**config.mk**
```make
export PLATFORM = sky130hd
export DESIGN_NAME = morse_code_table_codec_flat
export DESIGN_NICKNAME = d
export VERILOG_FILES = /design/src/hw/rtl/mcc_pkg.sv /design/src/hw/rtl/mcc_if.sv /design/src/hw/rtl/mcc_front.sv /design/src/hw/rtl/mcc_cell.sv /design/src/hw/rtl/morse_code_table_codec.sv /design/src/flat_wrapper.sv
export SDC_FILE = /design/constraint.sdc
export NUM_CORES = 2
export LEC_CHECK = 0
export BUFFER_PORTS_ARGS = -buffer_cell sky130_fd_sc_hd__buf_2
export CELL_PAD_IN_SITES_DETAIL_PLACEMENT = 1
export CELL_PAD_IN_SITES_GLOBAL_PLACEMENT = 1
export CORE_ASPECT_RATIO = 2
export CORE_MARGIN = 3
export CORE_UTILIZATION = 51
export CTS_BUF_LIST = sky130_fd_sc_hd__clkbuf_8
export CTS_CLUSTER_SIZE = 28
export DETAILED_ROUTE_END_ITERATION = 8
export PLACE_DENSITY = 0.75
export SKIP_CTS_REPAIR_TIMING = 1
export SLEW_MARGIN = 0
export SYNTH_ARGS = -nofsm -noshare
export SYNTH_HDL_FRONTEND = slang
export SYNTH_SLANG_ARGS = --single-unit
```
**constraint.sdc**
```tcl
create_clock -name clk -period 22.5 [get_ports clk]
set_clock_uncertainty 0.1 [all_clocks]
set_input_delay 2.25 -clock clk [delete_from_list [all_inputs] [get_ports clk]]
set_output_delay 2.25 -clock clk [all_outputs]
set_load 0.02 [all_outputs]
```
**src/hw/rtl/mcc_pkg.sv**
```systemverilog
// shared types, constants and codes of the morse code table codec
// no dependencies; compile first
`default_nettype none

package mcc_pkg;

    // table depth default, used as the default of the top level parameter
    localparam int TABLE_ENTRIES_DEF = 26;

    // code format, fixed by the field widths
    localparam int MAX_SYMBOLS = 4;
    localparam int LEN_W       = 3;
    localparam int PAT_W       = 4;
    localparam int CHAR_W      = 8;
    localparam int IDX_W       = 5;
    localparam int ACTION_W    = 2;
    localparam int KIND_W      = 2;

    // character codes
    localparam logic [CHAR_W-1:0] CHAR_NUL      = 8'd0;
    localparam logic [CHAR_W-1:0] CHAR_SPACE    = 8'd32;
    localparam logic [CHAR_W-1:0] CHAR_DASH     = 8'd45;
    localparam logic [CHAR_W-1:0] CHAR_DOT      = 8'd46;
    localparam logic [CHAR_W-1:0] CHAR_UPPER_A  = 8'd65;
    localparam logic [CHAR_W-1:0] CHAR_LOWER_A  = 8'd97;
    localparam logic [CHAR_W-1:0] ALPHABET      = 8'd26;
    localparam logic [CHAR_W-1:0] LETTER_OFFSET = 8'd32;

    localparam logic [LEN_W-1:0] MAX_LEN = LEN_W'(MAX_SYMBOLS);

    // request actions
    typedef enum logic [ACTION_W-1:0] {
        ACT_LOAD   = 2'd0,
        ACT_ENCODE = 2'd1,
        ACT_DECODE = 2'd2
    } action_t;

    // result kinds
    typedef enum logic [KIND_W-1:0] {
        RES_CODE   = 2'd0,
        RES_STOP   = 2'd1,
        RES_LETTER = 2'd2
    } kind_t;

    // operation carried down the cell chain
    typedef enum logic [2:0] {
        OP_NONE  = 3'd0,
        OP_LOAD  = 3'd1,
        OP_CODE  = 3'd2,
        OP_STOP  = 3'd3,
        OP_MATCH = 3'd4
    } op_t;

    // payload of one request
    typedef struct packed {
        logic [ACTION_W-1:0] action;
        logic [CHAR_W-1:0]   char_in;
        logic                last_char;
        logic [IDX_W-1:0]    entry_index;
        logic [CHAR_W-1:0]   entry_letter;
        logic [LEN_W-1:0]    entry_length;
        logic [PAT_W-1:0]    entry_pattern;
    } req_t;

    // item handed from cell to cell
    typedef struct packed {
        op_t               op;
        logic [IDX_W-1:0]  idx;
        logic [CHAR_W-1:0] letter;
        logic [LEN_W-1:0]  length;
        logic [PAT_W-1:0]  pattern;
        logic              found;
    } item_t;

endpackage

`default_nettype wire

```
**src/hw/rtl/mcc_if.sv**
```systemverilog
// request and result channel interfaces of the morse code table codec
// depends on mcc_pkg
`default_nettype none

interface mcc_req_if;
    import mcc_pkg::*;

    logic                valid;
    logic                ready;
    logic [ACTION_W-1:0] action;
    logic [CHAR_W-1:0]   char_in;
    logic                last_char;
    logic [IDX_W-1:0]    entry_index;
    logic [CHAR_W-1:0]   entry_letter;
    logic [LEN_W-1:0]    entry_length;
    logic [PAT_W-1:0]    entry_pattern;

    modport source (
        output valid, action, char_in, last_char, entry_index, entry_letter,
               entry_length, entry_pattern,
        input  ready
    );

    modport sink (
        input  valid, action, char_in, last_char, entry_index, entry_letter,
               entry_length, entry_pattern,
        output ready
    );
endinterface

interface mcc_res_if;
    import mcc_pkg::*;

    logic              valid;
    logic              ready;
    logic [KIND_W-1:0] result_kind;
    logic [LEN_W-1:0]  code_length;
    logic [PAT_W-1:0]  code_pattern;
    logic [CHAR_W-1:0] letter_out;

    modport source (
        output valid, result_kind, code_length, code_pattern, letter_out,
        input  ready
    );

    modport sink (
        input  valid, result_kind, code_length, code_pattern, letter_out,
        output ready
    );
endinterface

`default_nettype wire

```
**src/hw/rtl/mcc_front.sv**
```systemverilog
// front end: request decode and decode-token gathering, builds the chain item
// depends on mcc_pkg
`default_nettype none

module mcc_front (
    input  wire logic           clk,
    input  wire logic           rst_n,
    input  wire logic           take,
    input  wire mcc_pkg::req_t  req,
    output mcc_pkg::item_t      item
);
    import mcc_pkg::*;

    logic [PAT_W-1:0] tok_pat_reg, tok_pat_next;
    logic [LEN_W-1:0] tok_len_reg, tok_len_next;
    logic             tok_bad_reg, tok_bad_next;

    logic [CHAR_W-1:0] ch;
    logic              is_upper;
    logic              is_lower;
    logic [CHAR_W-1:0] pos;
    logic [LEN_W-1:0]  load_len;
    logic [PAT_W:0]    load_mask;
    logic              is_sep;
    logic              is_sym;
    logic [PAT_W-1:0]  new_pat;
    logic [LEN_W-1:0]  new_len;
    logic              new_bad;
    logic              do_flush;
    logic [PAT_W-1:0]  fl_pat;
    logic [LEN_W-1:0]  fl_len;
    logic              fl_bad;

    assign ch = req.char_in;

    // letter classification for encode
    assign is_upper = (ch >= CHAR_UPPER_A) && (ch < CHAR_UPPER_A + ALPHABET);
    assign is_lower = (ch >= CHAR_LOWER_A) && (ch < CHAR_LOWER_A + ALPHABET);
    assign pos      = is_upper ? (ch - CHAR_UPPER_A) : (ch - CHAR_LOWER_A);

    // load: saturate length, clear pattern bits past the length
    assign load_len  = (req.entry_length > MAX_LEN) ? MAX_LEN : req.entry_length;
    assign load_mask = ((PAT_W+1)'(1) << load_len) - (PAT_W+1)'(1);

    // decode symbol step on the current token
    assign is_sep = (ch == CHAR_SPACE) || (ch == CHAR_NUL);
    assign is_sym = (ch == CHAR_DOT) || (ch == CHAR_DASH);

    always_comb
    begin
        new_pat = tok_pat_reg;
        new_len = tok_len_reg;
        new_bad = tok_bad_reg;
        if (is_sym && (tok_len_reg < MAX_LEN))
        begin
            if (ch == CHAR_DASH)
            begin
                new_pat = tok_pat_reg | (PAT_W'(1) << tok_len_reg);
            end
            new_len = tok_len_reg + LEN_W'(1);
        end
        else
        begin
            new_bad = 1'b1;
        end
    end

    // build the item and the next token state
    always_comb
    begin
        item         = '0;
        item.op      = OP_NONE;
        tok_pat_next = tok_pat_reg;
        tok_len_next = tok_len_reg;
        tok_bad_next = tok_bad_reg;
        do_flush     = 1'b0;
        fl_pat       = tok_pat_reg;
        fl_len       = tok_len_reg;
        fl_bad       = tok_bad_reg;
        case (action_t'(req.action))
            ACT_LOAD:
            begin
                item.op      = OP_LOAD;
                item.idx     = req.entry_index;
                item.letter  = req.entry_letter;
                item.length  = load_len;
                item.pattern = req.entry_pattern & load_mask[PAT_W-1:0];
            end
            ACT_ENCODE:
            begin
                item.op  = (is_upper || is_lower) ? OP_CODE : OP_STOP;
                item.idx = (is_upper || is_lower) ? pos[IDX_W-1:0] : '0;
            end
            ACT_DECODE:
            begin
                if (is_sep)
                begin
                    do_flush = 1'b1;
                end
                else
                begin
                    fl_pat   = new_pat;
                    fl_len   = new_len;
                    fl_bad   = new_bad;
                    do_flush = req.last_char;
                end
                if (do_flush)
                begin
                    item.op      = fl_bad ? OP_NONE : OP_MATCH;
                    item.length  = fl_len;
                    item.pattern = fl_pat;
                    tok_pat_next = '0;
                    tok_len_next = '0;
                    tok_bad_next = 1'b0;
                end
                else
                begin
                    tok_pat_next = new_pat;
                    tok_len_next = new_len;
                    tok_bad_next = new_bad;
                end
            end
            default:
            begin
                item.op = OP_NONE;
            end
        endcase
    end

    // token registers advance only on an accepted request
    always_ff @(posedge clk or negedge rst_n)
    begin
        if (!rst_n)
        begin
            tok_pat_reg <= '0;
            tok_len_reg <= '0;
            tok_bad_reg <= 1'b0;
        end
        else if (take)
        begin
            tok_pat_reg <= tok_pat_next;
            tok_len_reg <= tok_len_next;
            tok_bad_reg <= tok_bad_next;
        end
    end

endmodule

`default_nettype wire

```
**src/hw/rtl/mcc_cell.sv**
```systemverilog
// one chain cell: holds one table entry and one pipeline stage of the item flow
// depends on mcc_pkg
`default_nettype none

module mcc_cell #(
    parameter int CELL_ID = 0
) (
    input  wire logic           clk,
    input  wire logic           rst_n,
    input  wire logic           advance,
    input  wire logic           valid_in,
    input  wire mcc_pkg::item_t item_in,
    output logic                valid_out,
    output mcc_pkg::item_t      item_out
);
    import mcc_pkg::*;

    logic [CHAR_W-1:0] letter_reg;
    logic [LEN_W-1:0]  length_reg;
    logic [PAT_W-1:0]  pattern_reg;
    logic              valid_reg;
    item_t             item_reg;
    item_t             item_next;
    logic              hit;

    assign hit = (32'(item_in.idx) == CELL_ID);

    // apply this cell's entry to the passing item
    always_comb
    begin
        item_next = item_in;
        case (item_in.op)
            OP_CODE:
            begin
                if (hit)
                begin
                    item_next.length  = length_reg;
                    item_next.pattern = pattern_reg;
                end
            end
            OP_MATCH:
            begin
                if (!item_in.found && (item_in.length == length_reg)
                    && (item_in.pattern == pattern_reg))
                begin
                    item_next.found  = 1'b1;
                    item_next.letter = letter_reg + LETTER_OFFSET;
                end
            end
            default:
            begin
                item_next = item_in;
            end
        endcase
    end

    // table entry, written by a passing load
    always_ff @(posedge clk or negedge rst_n)
    begin
        if (!rst_n)
        begin
            letter_reg  <= '0;
            length_reg  <= '0;
            pattern_reg <= '0;
        end
        else if (advance && valid_in && (item_in.op == OP_LOAD) && hit)
        begin
            letter_reg  <= item_in.letter;
            length_reg  <= item_in.length;
            pattern_reg <= item_in.pattern;
        end
    end

    // stage valid
    always_ff @(posedge clk or negedge rst_n)
    begin
        if (!rst_n)
        begin
            valid_reg <= 1'b0;
        end
        else if (advance)
        begin
            valid_reg <= valid_in;
        end
    end

    // stage payload
    always_ff @(posedge clk)
    begin
        if (advance)
        begin
            item_reg <= item_next;
        end
    end

    assign valid_out = valid_reg;
    assign item_out  = item_reg;

endmodule

`default_nettype wire

```
**src/hw/rtl/morse_code_table_codec.sv**
```systemverilog
// Morse code table codec, top level: front end plus a chain of table cells
// depends on mcc_pkg, mcc_if, mcc_front, mcc_cell
//
// Usage:
//   request channel: action 0 loads one table entry, 1 encodes a character,
//   2 feeds one character of a dot/dash string to the decoder. A request is
//   taken when valid and ready are high at a rising edge of clk.
//   result channel: one result per encode, one per decode token that ends
//   and matches a table entry; loads and other decode characters give none.
//   Each request walks the cell chain, one cell per cycle while the chain
//   is not held, each cell owning one table entry; the last cell registers
//   the result. Throughput: one request per cycle while the chain is not held.
//   Stall: the last cell is the output register. While it holds a result
//   that is not taken, the whole chain holds and ready is low; requests with
//   no result never block the output.
//   Reset (rst_n low, asynchronous): table entries clear to empty codes and
//   zero letters, the partial decode token clears, the chain empties.
`default_nettype none

module morse_code_table_codec #(
    parameter int TABLE_ENTRIES = mcc_pkg::TABLE_ENTRIES_DEF
) (
    input  wire logic clk,
    input  wire logic rst_n,
    mcc_req_if.sink   request,
    mcc_res_if.source result
);
    import mcc_pkg::*;

    logic  advance;
    req_t  req;
    logic  chain_valid [TABLE_ENTRIES+1];
    item_t chain_item  [TABLE_ENTRIES+1];
    item_t last_item;
    logic  last_has_result;

    // whole chain moves unless a finished result is stalled
    assign advance       = !result.valid || result.ready;
    assign request.ready = advance;

    // request payload
    assign req.action        = request.action;
    assign req.char_in       = request.char_in;
    assign req.last_char     = request.last_char;
    assign req.entry_index   = request.entry_index;
    assign req.entry_letter  = request.entry_letter;
    assign req.entry_length  = request.entry_length;
    assign req.entry_pattern = request.entry_pattern;

    mcc_front u_front (
        .clk   (clk),
        .rst_n (rst_n),
        .take  (request.valid && advance),
        .req   (req),
        .item  (chain_item[0])
    );

    assign chain_valid[0] = request.valid;

    // cell chain, one cell per table entry
    for (genvar k = 0; k < TABLE_ENTRIES; k++)
    begin : g_cell
        mcc_cell #(
            .CELL_ID (k)
        ) u_cell (
            .clk       (clk),
            .rst_n     (rst_n),
            .advance   (advance),
            .valid_in  (chain_valid[k]),
            .item_in   (chain_item[k]),
            .valid_out (chain_valid[k+1]),
            .item_out  (chain_item[k+1])
        );
    end

    // result formatting from the last cell
    assign last_item       = chain_item[TABLE_ENTRIES];
    assign last_has_result = (last_item.op == OP_CODE) || (last_item.op == OP_STOP)
                             || ((last_item.op == OP_MATCH) && last_item.found);

    assign result.valid = chain_valid[TABLE_ENTRIES] && last_has_result;

    always_comb
    begin
        result.result_kind  = RES_STOP;
        result.code_length  = '0;
        result.code_pattern = '0;
        result.letter_out   = '0;
        case (last_item.op)
            OP_CODE:
            begin
                result.result_kind  = RES_CODE;
                result.code_length  = last_item.length;
                result.code_pattern = last_item.pattern;
            end
            OP_MATCH:
            begin
                result.result_kind = RES_LETTER;
                result.letter_out  = last_item.letter;
            end
            default:
            begin
                result.result_kind = RES_STOP;
            end
        endcase
    end

    // only encode results carry a code
    a_code_only_on_encode: assert property (@(posedge clk) disable iff (!rst_n)
        (result.valid && (result.result_kind != RES_CODE))
        |-> ((result.code_length == '0) && (result.code_pattern == '0)))
        else $error("code fields set on a non-code result");

    // only decode results carry a letter
    a_letter_only_on_decode: assert property (@(posedge clk) disable iff (!rst_n)
        (result.valid && (result.result_kind != RES_LETTER))
        |-> (result.letter_out == '0))
        else $error("letter set on a non-letter result");

    // a new result appears only when the chain moved
    a_result_after_advance: assert property (@(posedge clk) disable iff (!rst_n)
        $rose(result.valid) |-> $past(advance))
        else $error("result appeared while the chain was held");

endmodule

`default_nettype wire

```
**src/flat_wrapper.sv**
```systemverilog
// flat-port wrapper written by rule: the top's interface ports become plain ports
module morse_code_table_codec_flat import mcc_pkg::*;
#(
    parameter int TABLE_ENTRIES = mcc_pkg::TABLE_ENTRIES_DEF
)
  (clk, rst_n, request_valid, request_action, request_char_in, request_last_char, request_entry_index, request_entry_letter, request_entry_length, request_entry_pattern, request_ready, result_valid, result_result_kind, result_code_length, result_code_pattern, result_letter_out, result_ready);
  mcc_req_if request_i ();
  mcc_res_if result_i ();
  input  wire logic clk;
  input  wire logic rst_n;
  input wire logic [$bits(request_i.valid)-1:0] request_valid;
  input wire logic [$bits(request_i.action)-1:0] request_action;
  input wire logic [$bits(request_i.char_in)-1:0] request_char_in;
  input wire logic [$bits(request_i.last_char)-1:0] request_last_char;
  input wire logic [$bits(request_i.entry_index)-1:0] request_entry_index;
  input wire logic [$bits(request_i.entry_letter)-1:0] request_entry_letter;
  input wire logic [$bits(request_i.entry_length)-1:0] request_entry_length;
  input wire logic [$bits(request_i.entry_pattern)-1:0] request_entry_pattern;
  output wire logic [$bits(request_i.ready)-1:0] request_ready;
  output wire logic [$bits(result_i.valid)-1:0] result_valid;
  output wire logic [$bits(result_i.result_kind)-1:0] result_result_kind;
  output wire logic [$bits(result_i.code_length)-1:0] result_code_length;
  output wire logic [$bits(result_i.code_pattern)-1:0] result_code_pattern;
  output wire logic [$bits(result_i.letter_out)-1:0] result_letter_out;
  input wire logic [$bits(result_i.ready)-1:0] result_ready;
  assign request_i.valid = request_valid;
  assign request_i.action = request_action;
  assign request_i.char_in = request_char_in;
  assign request_i.last_char = request_last_char;
  assign request_i.entry_index = request_entry_index;
  assign request_i.entry_letter = request_entry_letter;
  assign request_i.entry_length = request_entry_length;
  assign request_i.entry_pattern = request_entry_pattern;
  assign request_ready = request_i.ready;
  assign result_valid = result_i.valid;
  assign result_result_kind = result_i.result_kind;
  assign result_code_length = result_i.code_length;
  assign result_code_pattern = result_i.code_pattern;
  assign result_letter_out = result_i.letter_out;
  assign result_i.ready = result_ready;
  morse_code_table_codec #(.TABLE_ENTRIES(TABLE_ENTRIES)) u_core (.clk(clk), .rst_n(rst_n), .request(request_i), .result(result_i));
endmodule
```
* After elaboration in Yosys (flattened, before gate mapping) *
Cells that the tools add are included.

word-level totals
  flip-flop bits (word level) = 1043
  bits of input ports = 35
  output and inout bits = 19
  word-level logic and storage cells = 818

operators by class
  add/sub/neg operators = 30
  magnitude comparators = 6
  equal/unequal tests = 163
  shifts and indexed selects = 2
  mux-type cells = 183
  bitwise logic cells = 2
  reductions and logical operators = 170

operators by type and width
  cell                                                                    number
  8-bit two-way mux                                                       54
  7-bit two-way mux                                                       53
  8-bit by 6-bit adder with 8-bit output (second input constant)          26
  1-bit logical AND                                                       134
  4-bit equality test                                                     26
  3-bit by 2-bit equality test with 1-bit output (second input constant)  28
  3-bit equality test (second input constant)                             27
  3-bit by 1-bit equality test with 1-bit output (second input constant)  26
  3-bit equality test                                                     26
  1-bit two-way mux                                                       58
  5-bit equality test (second input constant)                             10
  5-bit by 4-bit equality test with 1-bit output (second input constant)  8
  1-bit logical NOT                                                       26
  8-bit by 6-bit equality test with 1-bit output (second input constant)  3
  3-bit two-way mux                                                       7
  5-bit by 3-bit equality test with 1-bit output (second input constant)  4
  4-bit two-way mux                                                       5
  8-bit by 7-bit >= comparator with 1-bit output (second input constant)  2
  8-bit by 7-bit < comparator with 1-bit output (second input constant)   2
  7-bit case mux with 2 select lines                                      1
  5-bit by 2-bit equality test with 1-bit output (second input constant)  2
  5-bit two-way mux                                                       2
  5-bit case mux with 2 select lines                                      1
  5-bit by 1-bit subtractor with 5-bit output (second input constant)     2
  other kinds (17)                                                        23

* Longest topological paths before layout *
  depth after elaboration = 12
  mapped depth = 9
  mapped depth without buffers = 8

* Cells and area by module *
From an unflattened synthesis, not the netlist that was laid out.

second synthesis, totals
  cells, all modules = 2582
  area total of the unflattened synthesis = 45090.7 um2

modules (own cells, without submodules)
  module                                    instances  cells an instance  area an instance (um2)  sequential area each (um2)
  mcc_cell at u_core.g_cell[10].u_cell ...  6          94                 1727.9                  1121.1
  mcc_cell at u_core.g_cell[21].u_cell ...  5          94                 1659.1                  1121.1
  mcc_cell at u_core.g_cell[17].u_cell ...  2          94                 1699.1                  1121.1
  mcc_cell at u_core.g_cell[1].u_cell ...   2          95                 1682.9                  1121.1
  mcc_cell at u_core.g_cell[13].u_cell ...  2          93                 1671.6                  1121.1
  mcc_cell at u_core.g_cell[11].u_cell ...  2          94                 1665.3                  1121.1
  mcc_cell at u_core.g_cell[15].u_cell      1          92                 1719.1                  1121.1
  mcc_cell at u_core.g_cell[16].u_cell      1          94                 1717.9                  1121.1
  mcc_cell at u_core.g_cell[0].u_cell       1          94                 1714.1                  1121.1
  mcc_cell at u_core.g_cell[12].u_cell      1          93                 1701.6                  1121.1
  mcc_cell at u_core.g_cell[3].u_cell       1          96                 1699.1                  1121.1
  mcc_cell at u_core.g_cell[23].u_cell      1          93                 1659.1                  1121.1
  mcc_cell at u_core.g_cell[19].u_cell      1          93                 1657.8                  1121.1
  mcc_front                                 1          114                917.1                   200.2
  morse_code_table_codec                    1          27                 203.9                   0.0

* Least setup slack after synthesis *
OpenSTA, ideal clock, no wires.

  path type = input -> output
  start = input port result_ready
  end = output port request_ready
  data arrival time = 19.755 ns
  required time = 20.150 ns
  path slack = 0.395 ns
  stages = 5
  path buffers = 2
  cell sequence = inv_1 o211a_1 inv_1 clkbuf_1 buf_1

on the way
  cells in the longest elaborated chain, start to end = 1

RTL lines
  what                RTL line                      source
  start: declaration  flat_wrapper.sv:25            input wire logic [$bits(result_i.ready)-1:0] result_ready;
  1-bit logical OR    morse_code_table_codec.sv:38  assign advance = !result.valid || result.ready;
  end: declaration    flat_wrapper.sv:19            output wire logic [$bits(request_i.ready)-1:0] request_ready;

No other way between the ends.

* Worst setup path after layout *
Same ends and word-level chain as after synthesis.

==> out/qor.csv <==
metric,value,unit
routabilityCongestion,0.779,
synth.distinct_cells,62,
fillCellCount,7669,
cts_tree,yes,
drt_iter0_drc,1062,
ctsHtreeMaxLevel,4,
criticalPathCategory,in2out,
die_x,212,µm
num_vias,22510,
synth_cells,2624,
insertion_delay,0.78,ns
p_leak,20.3,nW
grt_overflow,0,
final_common_cell,mux2_2,
crit_buf_inv,4,
fp.dieArea,88600,µm²
hpwl,61500,µm
fmax,0.173,GHz
fin_crit_sh,25.7,%
power.density,123,nW/µm²
critPathCaptureType,output port,
synth-seq-cells,1043,
synth_fp_nets,2694,
cp_cell_sequence,buf_2 > inv_1 > o211a_2 > inv_8 > buf_2,
async_flop_share,40.7,%
synth-edff-count,619,
worstPathRequired,20.15,ns
io_buffer_count,53,
track_usage,20.8,%
max_slew_margin,13.2,%
root_buffer,clkbuf_8,
grt_pass1_wl,143000,µm
irDropWorstVdd,0.0568,mV
critPathMostFrequentCell,buf_2,
syn-cell-area,43300,µm²
drv_cap,0,
die-height,418,µm
rows,150,
cts_buffer_depth,3,
dpl_worst_slack,16.33,ns
instances_no_fill,3994,
drv_slew,0,
startpoint_type,input port,
path_clk_slew,0.07,ns
critical-path-top-delay-family,buffers and inverters,
wirelength,90900,µm
largest_reg_flops,619,
hold_path.class,reg2reg,
drc,0,
slowest_stage,o211a_2,
synth_ff_type,edfxtp_1,
whs,0.341,ns
fin_crit,5.78,ns
cp_slowest_stage_delay,0.41,ns
cts.sinks,1043,
nets,2876,
area_growth,10.5,%
yosys_warnings,0,
avgViaCountPerCell,5.64,
final_antenna_net_count,0,
status,completed,
synth_area_per_cell,16.5,µm²
grt_pass1_vias,25796,
dp_cells,3721,
critPathArrivalTime,3.43,ns
rsz0062_at_grt,false,
num_io_pins,54,
tns,0,ns
hold_viol,0,
grt_max_degree,159,
start_util,51.6,%
finalSetupViolCount,0,
finalWorstSetupSlack,16.72,ns
ys_seq_area_share,67.5,%
worst-path-max-fanout,72,
layout-drive-gt1-share,35.6,%
worst_pin_slew,1.30,ns
dr.pass1.iters,5,
layout_common_cells,"mux2_2 (721), edfxtp_1 (619), dfrtp_1 (424), xnor2_1 (183), clkbuf_8 (179)",
wl_per_cell,22.8,µm
core_area,83900,µm²
numCtsBuffers,147,
antenna_found_initial,3,
logic make-up after synthesis:
logic type      count (synthesis)  synth area share (%)
compound gates                 74                  1.19
xor+xnor                      211                  4.27
fa+ha+maj                      35                  1.01
buf+inv                        80                 0.781
flops                        1043                  67.5
mux                           746                  19.3
simple gates                  435                  5.91
area by class of cell:
cell class | count | area [µm²] | area share (%)
inverters | 36 | 143 | 0.298
multi-input cells | 1501 | 13800 | 28.8
well taps | 1064 | 1330 | 2.78
clock inverters | 90 | 437 | 0.913
diodes | 4 | 10.0 | 0.0209
flip-flops and latches | 1043 | 29200 | 61.1
clock buffers | 179 | 2460 | 5.15
repair buffers | 77 | 468 | 0.979
routing by layer:
layer / GRT usage, % / up-vias / part of all wire [%]
li1: - / 10195 / -
met1: 20.4 / 11827 / 34
met2: 42.1 / 315 / 60
met3: 3.29 / 171 / 2.6
met4: 8.41 / 2 / 3.3
met5: 0 / - / 0.014
per-stage QoR:
step	area, µm²	total power [mW]	util [%]
finish	47800	5.90	57.0
global route	47800	6.22	57.0
CTS	47800	5.98	57.0
detailed placement	44900	4.48	53.5
global placement	44900	4.39	53.5
floorplan	43300	4.14	-
synth_stat cells (3+ instances only):
cell type    n  area (µm²)
or3_1        4        25.0
nor2b_1     17         106
nor4_1       3        18.8
ha_1        35         438
a21o_1       6        45.0
buf_2       18        90.1
o21ai_0     24         120
nand3_1      4        20.0
and2_1      15        93.8
nand4b_1    13         114
edfxtp_1   619       18600
inv_1       36         135
o21a_1       3        22.5
nand2_1    109         409
xor2_1      28         245
or4bb_1      3        33.8
buf_1        4        15.0
nor4b_1     34         298
nand4_1     65         407
nand3b_1    26         195
a31oi_1      4        25.0
mux2_2     721        8120
or2_2       26         163
nor3b_1      8        60.1
or3b_2       5        43.8
and3_1       3        18.8
clkbuf_1    20        75.1
nor3_1      24         120
nand4bb_1    6        67.6
mux2i_1     25         250
nand2b_1     6        37.5
xnor2_1    183        1600
a32o_1       6        60.1
dfrtp_1    424       10600
nor2_1      52         195
o211ai_1     3        22.5
a21oi_1     12        60.1
power by group:
group	switching, mW	internal, mW
logic	0.466	0.539
clock network	0.703	0.752
registers	0.511	2.93
path summary, 6_finish.rpt:
path	startpoint	end	slack, ns	cells past startpoint
max	result_ready	request_ready	16.72	5
min in group asynchronous	rst_n	u_core.g_cell[25].u_cell.letter_reg[1]	1.38	1
max in group asynchronous	rst_n	u_core.g_cell[12].u_cell.letter_reg[5]	19.25	2
min reg2reg	u_core.g_cell[15].u_cell.item_out[20]	u_core.g_cell[16].u_cell.item_out[20]	0.34	0
min	u_core.g_cell[15].u_cell.item_out[20]	u_core.g_cell[16].u_cell.item_out[20]	0.34	0
max reg2reg	u_core.g_cell[25].u_cell.item_out[22]	u_core.g_cell[16].u_cell.length_reg[2]	18.02	7
(Power assumes the default switching activity.)
